===== src/rtl/julia_escape_time_top_defines.svh =====
// ----------------------------------------------------------------------------
// julia_escape_time_top_defines.svh
// Assertion macros shared by the julia escape-time block.
// ----------------------------------------------------------------------------
`ifndef JULIA_ESCAPE_TIME_TOP_DEFINES_SVH
`define JULIA_ESCAPE_TIME_TOP_DEFINES_SVH

`ifndef ASSERT_OFF
`define JET_ASSERT_IMPLY(label, clk, rst_n, ante, cons) \
  label: assert property (@(posedge clk) disable iff (!(rst_n)) (ante) |-> (cons)) \
    else $error("assertion failed");
`define JET_ASSERT_NEXT(label, clk, rst_n, ante, cons) \
  label: assert property (@(posedge clk) disable iff (!(rst_n)) (ante) |=> (cons)) \
    else $error("assertion failed");
`else
`define JET_ASSERT_IMPLY(label, clk, rst_n, ante, cons)
`define JET_ASSERT_NEXT(label, clk, rst_n, ante, cons)
`endif

`endif


===== src/rtl/jet_pkg.sv =====
// ----------------------------------------------------------------------------
// jet_pkg
// Shared types and constants of the julia escape-time block.
// ----------------------------------------------------------------------------
package jet_pkg;

  localparam int unsigned CFG_ADDR_BITS = 4;
  localparam int unsigned ITER_BITS     = 17;

  localparam logic [1:0] REG_C_REAL   = 2'd0;
  localparam logic [1:0] REG_C_IMAG   = 2'd1;
  localparam logic [1:0] REG_MAX_ITER = 2'd2;

  localparam logic [31:0] C_REAL_RESET   = 32'hF4CCCCCD;
  localparam logic [31:0] C_IMAG_RESET   = 32'h0428F5C3;
  localparam logic [15:0] MAX_ITER_RESET = 16'd1000;

  typedef struct packed {
    logic [31:0] c_real;
    logic [31:0] c_imag;
    logic [15:0] max_iter;
  } cfg_t;

  typedef struct packed {
    logic load;
    logic step;
  } dp_cmd_t;

  typedef struct packed {
    logic escape;
  } dp_status_t;

endpackage


===== src/rtl/jet_cfg_regs.sv =====
// ----------------------------------------------------------------------------
// jet_cfg_regs
// APB register file holding the Julia constant and the iteration limit.
// ----------------------------------------------------------------------------
module jet_cfg_regs (
  input  logic                               clk,
  input  logic                               rst_n,
  input  logic                               psel,
  input  logic                               penable,
  input  logic                               pwrite,
  input  logic [jet_pkg::CFG_ADDR_BITS-1:0]  paddr,
  input  logic [31:0]                        pwdata,
  output logic [31:0]                        prdata,
  output logic                               pready,
  output jet_pkg::cfg_t                      cfg
);

  jet_pkg::cfg_t cfg_r;
  jet_pkg::cfg_t cfg_nxt;
  logic          wr_en;
  logic [1:0]    reg_idx;

  assign pready  = 1'b1;
  assign wr_en   = psel && penable && pwrite;
  assign reg_idx = paddr[3:2];
  assign cfg     = cfg_r;

  always_comb begin
    cfg_nxt = cfg_r;
    if (wr_en) begin
      case (reg_idx)
        jet_pkg::REG_C_REAL:   cfg_nxt.c_real   = pwdata;
        jet_pkg::REG_C_IMAG:   cfg_nxt.c_imag   = pwdata;
        jet_pkg::REG_MAX_ITER: cfg_nxt.max_iter = pwdata[15:0];
        default:               cfg_nxt = cfg_r;
      endcase
    end
  end

  always_comb begin
    case (reg_idx)
      jet_pkg::REG_C_REAL:   prdata = cfg_r.c_real;
      jet_pkg::REG_C_IMAG:   prdata = cfg_r.c_imag;
      jet_pkg::REG_MAX_ITER: prdata = {16'd0, cfg_r.max_iter};
      default:               prdata = 32'd0;
    endcase
  end

  always_ff @(posedge clk) begin
    if (!rst_n) begin
      cfg_r.c_real   <= jet_pkg::C_REAL_RESET;
      cfg_r.c_imag   <= jet_pkg::C_IMAG_RESET;
      cfg_r.max_iter <= jet_pkg::MAX_ITER_RESET;
    end else begin
      cfg_r <= cfg_nxt;
    end
  end

endmodule


===== config.mk =====
export PLATFORM = sky130hd
export DESIGN_NAME = jet_cfg_regs
export DESIGN_NICKNAME = d
export VERILOG_FILES = /design/src/rtl/julia_escape_time_top_defines.svh /design/src/rtl/jet_pkg.sv /design/src/rtl/jet_cfg_regs.sv
export SDC_FILE = /design/constraint.sdc
export NUM_CORES = 1
export LEC_CHECK = 0
export BUFFER_PORTS_ARGS = -buffer_cell sky130_fd_sc_hd__buf_2
export CELL_PAD_IN_SITES_DETAIL_PLACEMENT = 2
export CELL_PAD_IN_SITES_GLOBAL_PLACEMENT = 2
export CORE_UTILIZATION = 29
export CTS_CLUSTER_SIZE = 28
export DETAILED_ROUTE_END_ITERATION = 6
export PLACE_DENSITY = 0.95
export SETUP_SLACK_MARGIN = 0.1
export SYNTH_ARGS = -nofsm -noshare
export SYNTH_HDL_FRONTEND = slang
export SYNTH_SLANG_ARGS = --single-unit

===== constraint.sdc =====
create_clock -name clk -period 2.15 [get_ports clk]
set_input_delay 0.5375 -clock clk [delete_from_list [all_inputs] [get_ports clk]]
set_output_delay 0.5375 -clock clk [all_outputs]
set_load 0.005 [all_outputs]

==> out/results.txt <==
Pwr Density = 659 mW/mm^2
Finished Layout Cells = 744
Gpl congestion = 0.704
FFs w/ async S/R, synth = 0
Global-route wire length before repair = 20.4 mm
Average cell area after synthesis = 8.95 sq um
CP Capture Type = output pin
DRC errors left = 0
WHS = 0.449 ns
Clock sink count = 80
WS Path Type = input pin to output pin
Total wire length = 13.7 mm
Clock slew at reported path FFs = 0.05 ns
Flop and latch count out of synthesis = 80
HP Class = input pin to flop
Register area = 0.00160 sq mm
RSZ-0062 raised after global routing = no
Static Leak = 2.41 nW
Num CTS Buffers = 9
CP Launch Type = input pin
Synth top area cells = dfxtp_1, mux2i_1, nand2_1
Status = finished clean
Post-synthesis sequential area ratio = 0.422
Max Slew Vio Count = 0
CTS Buffer Depth = 2
Setup TNS = 0 ns
Placed cell areas = 0.00480 sq mm
Ports = 154
Total Routing Usage GR = 0.203
Die Height = 116 microns
Post-synth cell types = 21
Clock power frac = 0.439
CTS Hold Bufs = 0
Largest net degree at the start of global routing = 66
Post-CTS Setup Inserts = 0
Initial antenna violation count = 0
Total global routing overflow = 0
Starting density of the core = 0.299
Max FFs per register = 80
Fill cells = 1414
Port Buf Inserts = 150
Hold-critical path depth = 3
Area Growth Syn to Fin = 34.9%
Biggest area consumer among synthesized cells = dfxtp_1
Vias = 3601
DR iter-0 viols = 77
Flop2flop setup slack = 1.42 ns
Drt pass-1 iters = 4
CP Data Required Time = 1.61 ns
Final hold vios = 0
Tcrit/Tclk final = 0.919
Die width = 116 microns
WL/cell = 18.4 microns
Max FO, Critical Path = 17
Share of post-route cells with drive strength above 1 = 0.330
Max VDD drop = 0.000390 V
Ant diodes = 0
Area share of the largest cell type after synthesis = 0.422
Placed cells = 729
Most numerous cell in the Yosys netlist = mux2i_1
Syn Inst Count = 424
Mapped Area = 0.00379 sq mm
Worst EP arrival = 1.44 ns
FP Rows = 41
Worst Max-Slew Pin Slew = 0.662 ns
CTS Root Cell = clkbuf_16
Sequential share of power = 0.452
Area occupied by multi-input gates = 0.00196 sq mm
Max_cap viols = 0
Net Sw Frac = 0.245
Syn nets = 465
Avg Vias per Cell = 4.84
Worst setup path startpoint = paddr[2]
Yosys warning count = 0
CTS tree = done
RR Startpoint = cfg[9]
Top FF cell, synth = dfxtp_1
Minimum clock period = 1.98 ns
Worst slew margin = 0.559
Post-route ant nets = 0
H-tree Lvls = 3
Hold Startpoint = pwdata[22]
Internal power = 2.55 mW
Clk Latency, worst-skew pair = 0.34 ns
Post-synth EDFFs = 0
NetSw = 826 uW
Max frequency = 0.506 GHz
Setup violators final = 0
Number of global-route vias before repair = 3929
Top cells by instance count after synthesis = mux2i_1, nand2_1, dfxtp_1
Combinational power share = 0.109
Post-layout net count = 610
Cell count of the worst reg-to-reg path = 2
Final Skew = 0 ns
Detailed Place HPWL = 10.0 mm
Core footprint = 0.0127 sq mm
Post-route cell area = 0.00512 sq mm
Die Area = 0.0135 sq mm
final timing paths:
| path | end |
|---|---|
| max | prdata[14] |
| max reg2reg | cfg[9] |
| min | cfg[38] |
| min reg2reg | cfg[64] |
stage by stage:
step	setup WS [ns]	power, mW	util
global placement	0.200	1.89	0.379
global route	0.104	3.51	0.404
CTS	0.134	3.41	0.402
floorplan	0.325	1.74	-
detailed placement	0.0914	1.92	0.379
finish	0.175	3.37	0.404
power by group through the flow:
stage / Combinational (mW) / Clock (mW) / Sequential [mW]
after floorplan: 0.188 / 0 / 1.55
after global placement: 0.338 / 0 / 1.55
after detailed placement: 0.360 / 0 / 1.56
after CTS: 0.366 / 1.52 / 1.52
after global routing: 0.401 / 1.58 / 1.53
final: 0.367 / 1.48 / 1.52
cell type report:
cell class	count	share of cell area
sequential	80	0.313
timing repair buffer	172	0.199
clock inverter	5	0.00978
multi-input combinational	292	0.382
inverter	14	0.0103
clock buffer	9	0.0440
tap	172	0.0420
routing by layer:
layer	track usage	part of all wire
met2	0.397	0.55
met1	0.204	0.39
met5	0	0
met4	0.0906	0.024
met3	0.0426	0.042
worst max-delay path, stage by stage:
cell	delay, ns
buf_4	0.20
buf_12	0.21
mux2i_1	0.22
o21ai_0	0.11
buf_2	0.15
placed cells by master, fill, tap and decap left out, drive strengths merged, types with 4 or more instances in the layout:
cell type	n
clkbuf	10
mux2i	96
inv	14
buf	171
o31ai	11
o21ai	21
nor2	17
o211ai	16
clkinv	4
nand2	87
dfxtp	80
nor2b	36
what timing repair did:
action | 4_1_cts | 5_1_grt
pin swaps | 0 | 0
resized for setup | 3 | 1
setup endpoints to repair | 4 | 2
cloned | 0 | 1
cell families after synthesis:
family | after synthesis | share of synthesized area
AOI/OAI and AO/OA | 48 | 0.0811
and+or+nand+nor | 147 | 0.175
DFF | 80 | 0.422
muxes | 96 | 0.253
buffers and inverters | 52 | 0.0673
other | 1 | 0.000988
(Power assumes the default switching activity.)
