==> src/rtl/julia_escape_time_top_defines.svh <==
// ----------------------------------------------------------------------------
// julia_escape_time_top_defines.svh
// Assertion macros shared by the julia escape-time block.
// ----------------------------------------------------------------------------
`ifndef JULIA_ESCAPE_TIME_TOP_DEFINES_SVH
`define JULIA_ESCAPE_TIME_TOP_DEFINES_SVH

`ifndef ASSERT_OFF
`define JET_ASSERT_IMPLY(label, clk, rst_n, ante, cons) \
  label: assert property (@(posedge clk) disable iff (!(rst_n)) (ante) |-> (cons)) \
    else $error("assertion failed");
`define JET_ASSERT_NEXT(label, clk, rst_n, ante, cons) \
  label: assert property (@(posedge clk) disable iff (!(rst_n)) (ante) |=> (cons)) \
    else $error("assertion failed");
`else
`define JET_ASSERT_IMPLY(label, clk, rst_n, ante, cons)
`define JET_ASSERT_NEXT(label, clk, rst_n, ante, cons)
`endif

`endif

==> src/rtl/jet_pkg.sv <==
// ----------------------------------------------------------------------------
// jet_pkg
// Shared types and constants of the julia escape-time block.
// ----------------------------------------------------------------------------
package jet_pkg;

  localparam int unsigned CFG_ADDR_BITS = 4;
  localparam int unsigned ITER_BITS     = 17;

  localparam logic [1:0] REG_C_REAL   = 2'd0;
  localparam logic [1:0] REG_C_IMAG   = 2'd1;
  localparam logic [1:0] REG_MAX_ITER = 2'd2;

  localparam logic [31:0] C_REAL_RESET   = 32'hF4CCCCCD;
  localparam logic [31:0] C_IMAG_RESET   = 32'h0428F5C3;
  localparam logic [15:0] MAX_ITER_RESET = 16'd1000;

  typedef struct packed {
    logic [31:0] c_real;
    logic [31:0] c_imag;
    logic [15:0] max_iter;
  } cfg_t;

  typedef struct packed {
    logic load;
    logic step;
  } dp_cmd_t;

  typedef struct packed {
    logic escape;
  } dp_status_t;

endpackage

==> src/rtl/jet_ctrl.sv <==
// ----------------------------------------------------------------------------
// jet_ctrl
// Iteration sequencer: loads a point, counts updates, emits the result beat.
// ----------------------------------------------------------------------------
module jet_ctrl (
  input  logic                            clk,
  input  logic                            rst_n,
  input  logic                            start,
  output logic                            busy,
  input  logic [15:0]                     max_iter,
  output jet_pkg::dp_cmd_t                cmd,
  input  jet_pkg::dp_status_t             status,
  output logic                            out_valid,
  output logic [jet_pkg::ITER_BITS-1:0]   out_iterations,
  output logic                            out_escaped
);

  localparam logic ST_IDLE = 1'b0;
  localparam logic ST_RUN  = 1'b1;

  logic                           state_r, state_nxt;
  logic [jet_pkg::ITER_BITS-1:0]  cnt_r, cnt_nxt;
  logic                           valid_r, valid_nxt;
  logic [jet_pkg::ITER_BITS-1:0]  iter_r, iter_nxt;
  logic                           esc_r, esc_nxt;
  logic [jet_pkg::ITER_BITS-1:0]  last_cnt;

  assign last_cnt       = {1'b0, max_iter} + {{(jet_pkg::ITER_BITS-1){1'b0}}, 1'b1};
  assign busy           = (state_r == ST_RUN);
  assign out_valid      = valid_r;
  assign out_iterations = iter_r;
  assign out_escaped    = esc_r;

  always_comb begin
    state_nxt = state_r;
    cnt_nxt   = cnt_r;
    valid_nxt = 1'b0;
    iter_nxt  = iter_r;
    esc_nxt   = esc_r;
    cmd.load  = 1'b0;
    cmd.step  = 1'b0;
    case (state_r)
      ST_IDLE: begin
        if (start) begin
          cmd.load  = 1'b1;
          cnt_nxt   = '0;
          state_nxt = ST_RUN;
        end
      end
      ST_RUN: begin
        if ((cnt_r != '0) && status.escape) begin
          valid_nxt = 1'b1;
          iter_nxt  = cnt_r - {{(jet_pkg::ITER_BITS-1){1'b0}}, 1'b1};
          esc_nxt   = 1'b1;
          state_nxt = ST_IDLE;
        end else if (cnt_r == last_cnt) begin
          valid_nxt = 1'b1;
          iter_nxt  = cnt_r;
          esc_nxt   = 1'b0;
          state_nxt = ST_IDLE;
        end else begin
          cmd.step = 1'b1;
          cnt_nxt  = cnt_r + {{(jet_pkg::ITER_BITS-1){1'b0}}, 1'b1};
        end
      end
      default: state_nxt = ST_IDLE;
    endcase
  end

  always_ff @(posedge clk) begin
    if (!rst_n) begin
      state_r <= ST_IDLE;
      valid_r <= 1'b0;
    end else begin
      state_r <= state_nxt;
      valid_r <= valid_nxt;
    end
    cnt_r  <= cnt_nxt;
    iter_r <= iter_nxt;
    esc_r  <= esc_nxt;
  end

endmodule
==> config.mk <==
export PLATFORM = sky130hd
export DESIGN_NAME = jet_ctrl
export DESIGN_NICKNAME = d
export VERILOG_FILES = /design/src/rtl/julia_escape_time_top_defines.svh /design/src/rtl/jet_pkg.sv /design/src/rtl/jet_ctrl.sv
export SDC_FILE = /design/constraint.sdc
export NUM_CORES = 1
export LEC_CHECK = 0
export ABC_AREA = 1
export BUFFER_PORTS_ARGS = -buffer_cell sky130_fd_sc_hd__buf_2
export CORE_AREA = 2 2 71 73
export DETAILED_ROUTE_END_ITERATION = 8
export DIE_AREA = 0 0 73 75
export PLACE_DENSITY = 0.79
export SLEW_MARGIN = 20
export SYNTH_ARGS = -nofsm -noshare
export SYNTH_HDL_FRONTEND = slang
export SYNTH_SLANG_ARGS = --single-unit
==> constraint.sdc <==
create_clock -name clk -period 2.6 [get_ports clk]
set_input_delay 0.52 -clock clk [delete_from_list [all_inputs] [get_ports clk]]
set_output_delay 0.52 -clock clk [all_outputs]
set_load 0.01 [all_outputs]
==> results.sh <==
export IMPL_status="finished, final reports clean"
export IMPL_cts_buffers=5
export IMPL_critical_path_top_delay_family="simple AND/OR/NAND/NOR gates"
export IMPL_place_congestion=0.865
export IMPL_min_delay_path_class="primary input to flip-flop"
export IMPL_arrival_ns=2.04
export IMPL_avgSynthCellArea_um2=7.64
export IMPL_critPathCaptureType="output pin"
export IMPL_drc=0
export IMPL_drt_first_pass_iters=5
export IMPL_worst_slack_ns=0.0414
export IMPL_yosysUniqueCellTypes=34
export IMPL_finalHoldViolCount=0
export IMPL_p_leak_nw=1.43
export IMPL_placedCellCount=440
export IMPL_power_w=0.00149
export IMPL_num_vias=2518
export IMPL_startpoint_type="primary input"
export IMPL_powerDensity_mw_per_mm2=458
export IMPL_max_vdd_ir_drop_uv=415
export IMPL_worst_pin_slew_ns=0.367
export IMPL_crit_slowest_cell="buf_2"
export IMPL_period_share_pct=98.4
export IMPL_ys_ff_latch=37
export IMPL_start_util_pct=56.2
export IMPL_port_buffer_count=41
export IMPL_hold_ws_ns=0.472
export IMPL_synth_common_cells="nand2_1 (99), nor2_1 (46), inv_1 (37)"
export IMPL_max_cap_violations=0
export IMPL_cp_max_fo=6
export IMPL_clk_insertion_delay_late_ns=0.29
export IMPL_ios=42
export IMPL_min_path_cells=3
export IMPL_crit_required_ns=2.08
export IMPL_async_reset_ff_share_pct=0
export IMPL_viasPerCell=5.49
export IMPL_die_y_um=75
export IMPL_crit_chain="buf_2 > nand3_2 > nor2_4 > nand2_1 > nand2_1 > nand2_1 > nor2_1 > nand3_1 > nor2_1 > nand3_2 > nand3_2 > inv_2 > buf_6"
export IMPL_grt_pass1_wl_mm=9.53
export IMPL_die_area_mm2=0.00548
export IMPL_avgRoutedWirePerCell_um=14.0
export IMPL_clk_pin_slew_ns=0.07
export IMPL_grt_max_degree=19
export IMPL_clock_root_buffer="clkbuf_8"
export IMPL_finalSetupViolCount=0
export IMPL_synth_top_area_cell="edfxtp_1"
export IMPL_area_growth_pct=23.9
export IMPL_h_tree_depth=2
export IMPL_synth_edf_count=35
export IMPL_critPathBufInv=3
export IMPL_min_period_ns=2.56
export IMPL_max_clock_path_buffers=2
export IMPL_synth_most_common_cell="nand2_1"
export IMPL_grt_pass1_vias=2120
export IMPL_routed_wirelength_mm=6.44
export IMPL_max_stage_delay_ns=0.17
export IMPL_synth_fp_nets=366
export IMPL_die_x_um=73
export IMPL_fin_nets=427
export IMPL_antenna_found_initial=0
export IMPL_antenna_cells=0
export IMPL_grt_usage_pct=22.7
export IMPL_dp_slack_ns=-0.0190
export IMPL_reg2reg_depth=12
export IMPL_synth_main_ff_cell="edfxtp_1"
export IMPL_fmax_ghz=0.391
export IMPL_slew_viol_final=0
export IMPL_seq_area_frac_synth_pct=41.6
export IMPL_coreArea_mm2=0.00466
export IMPL_skew_ns=0.00817
export IMPL_syn_inst=343
export IMPL_cts_tree="yes"
export IMPL_relSlewSlack_pct=74.9
export IMPL_worstSetupPathType="primary input to output pin"
export IMPL_path_depth=13
export IMPL_synth_area_leaders="edfxtp_1 (40%), nand2_1 (14%), nor2_1 (6.6%)"
export IMPL_postCtsHoldBufs=0
export IMPL_synth_cell_area_mm2=0.00262
export IMPL_drt_iter0_drc=166
export IMPL_fin_cells=459
export IMPL_ant_nets=0
export IMPL_overflow=0
export IMPL_yosysTopAreaCellShare_pct=40.1
export IMPL_clock_sinks=37
export IMPL_rows=25
export IMPL_drive_above_1_share_pct=29.4
export IMPL_ys_warn_count=0
export IMPL_dp_hpwl_mm=4.59
path summary, 6_finish.rpt:
path / slack (ns) / startpoint / endpoint
min reg2reg: 0.66 / busy / out_valid
max reg2reg: 0.40 / cnt_r[0] / out_iterations[12]
min: 0.47 / rst_n / out_valid
max: 0.04 / max_iter[2] / cmd[0]
worst min-delay path: cells and delay by family:
| kind | cells | cell delay (ns) |
|---|---|---|
| buf+inv | 2 | 0.11 |
| simple gates | 1 | 0.08 |
repair_timing:
action	CTS	global route
gates resized for setup	1	41
pin swaps	0	20
endpoints found under the setup margin	1	1
buffers inserted	0	11
metal layers:
metal	track usage [%]	part of all wire, %
met1	31.6	43
met2	37.2	49
met3	3.61	6.5
met4	5.97	1.2
met5	0	0
layout make-up:
| type | count | area (um2) |
|---|---|---|
| sequential | 37 | 1090 |
| multi-input combinational | 255 | 1430 |
| inverter | 44 | 173 |
| clock buffer | 8 | 80.1 |
| timing repair buffer | 61 | 408 |
| tap | 54 | 67.6 |
| fill | 357 | 1410 |
state kept, by name (all words and copies together) (netlist names):
register        cells
out_escaped         1
busy                1
cnt_r              17
out_valid           1
out_iterations     17
metrics by stage:
stage | setup TNS [ns] | instance area [um2] | util (%)
3_5_place_dp | -0.0190 | 2940 | 63.1
2_1_floorplan | 0 | 2620 | -
3_3_place_gp | 0 | 2940 | 63.1
4_1_cts | 0 | 3020 | 64.8
6_report | 0 | 3250 | 69.7
5_1_grt | -0.121 | 3250 | 69.7
logic make-up after synthesis:
logic type / synth area share, %
AO/OA/AOI/OAI: 6.07
AND/OR/NAND/NOR: 36.7
XOR/XNOR: 6.02
buffers and inverters: 8.17
adder cells (fa/ha/maj): 1.43
flip-flops: 41.6
where the power goes:
group	internal, W	switching [W]	leakage, nW
Sequential	0.000700	0.0000379	0.356
Combinational	0.000143	0.000215	1.04
Clock	0.000191	0.000201	0.0395
layout by cell type, fill, tap and decap left out:
cell	n
buf_6	2
nand3_2	6
nand2_1	92
ha_4	2
o21bai_1	3
nor3_1	6
o21ai_1	2
nand2_2	9
clkbuf_1	3
a2111oi_0	1
nand3b_1	3
nand2_4	2
nor2_4	5
ha_1	1
nor3_4	3
edfxtp_1	35
xor2_1	15
o21a_1	1
clkinv_1	1
a21oi_2	1
buf_4	18
nor3_2	2
nor2_2	9
inv_4	3
clkbuf_8	5
nor2_1	37
a21oi_1	10
nand3_1	21
nand3_4	1
inv_2	9
o21ai_0	9
inv_1	31
nand4_1	9
xnor2_1	3
dfxtp_1	2
nor3b_2	1
buf_2	38
a31oi_1	1
buf_12	3
Power figures use the tool's default switching activity.
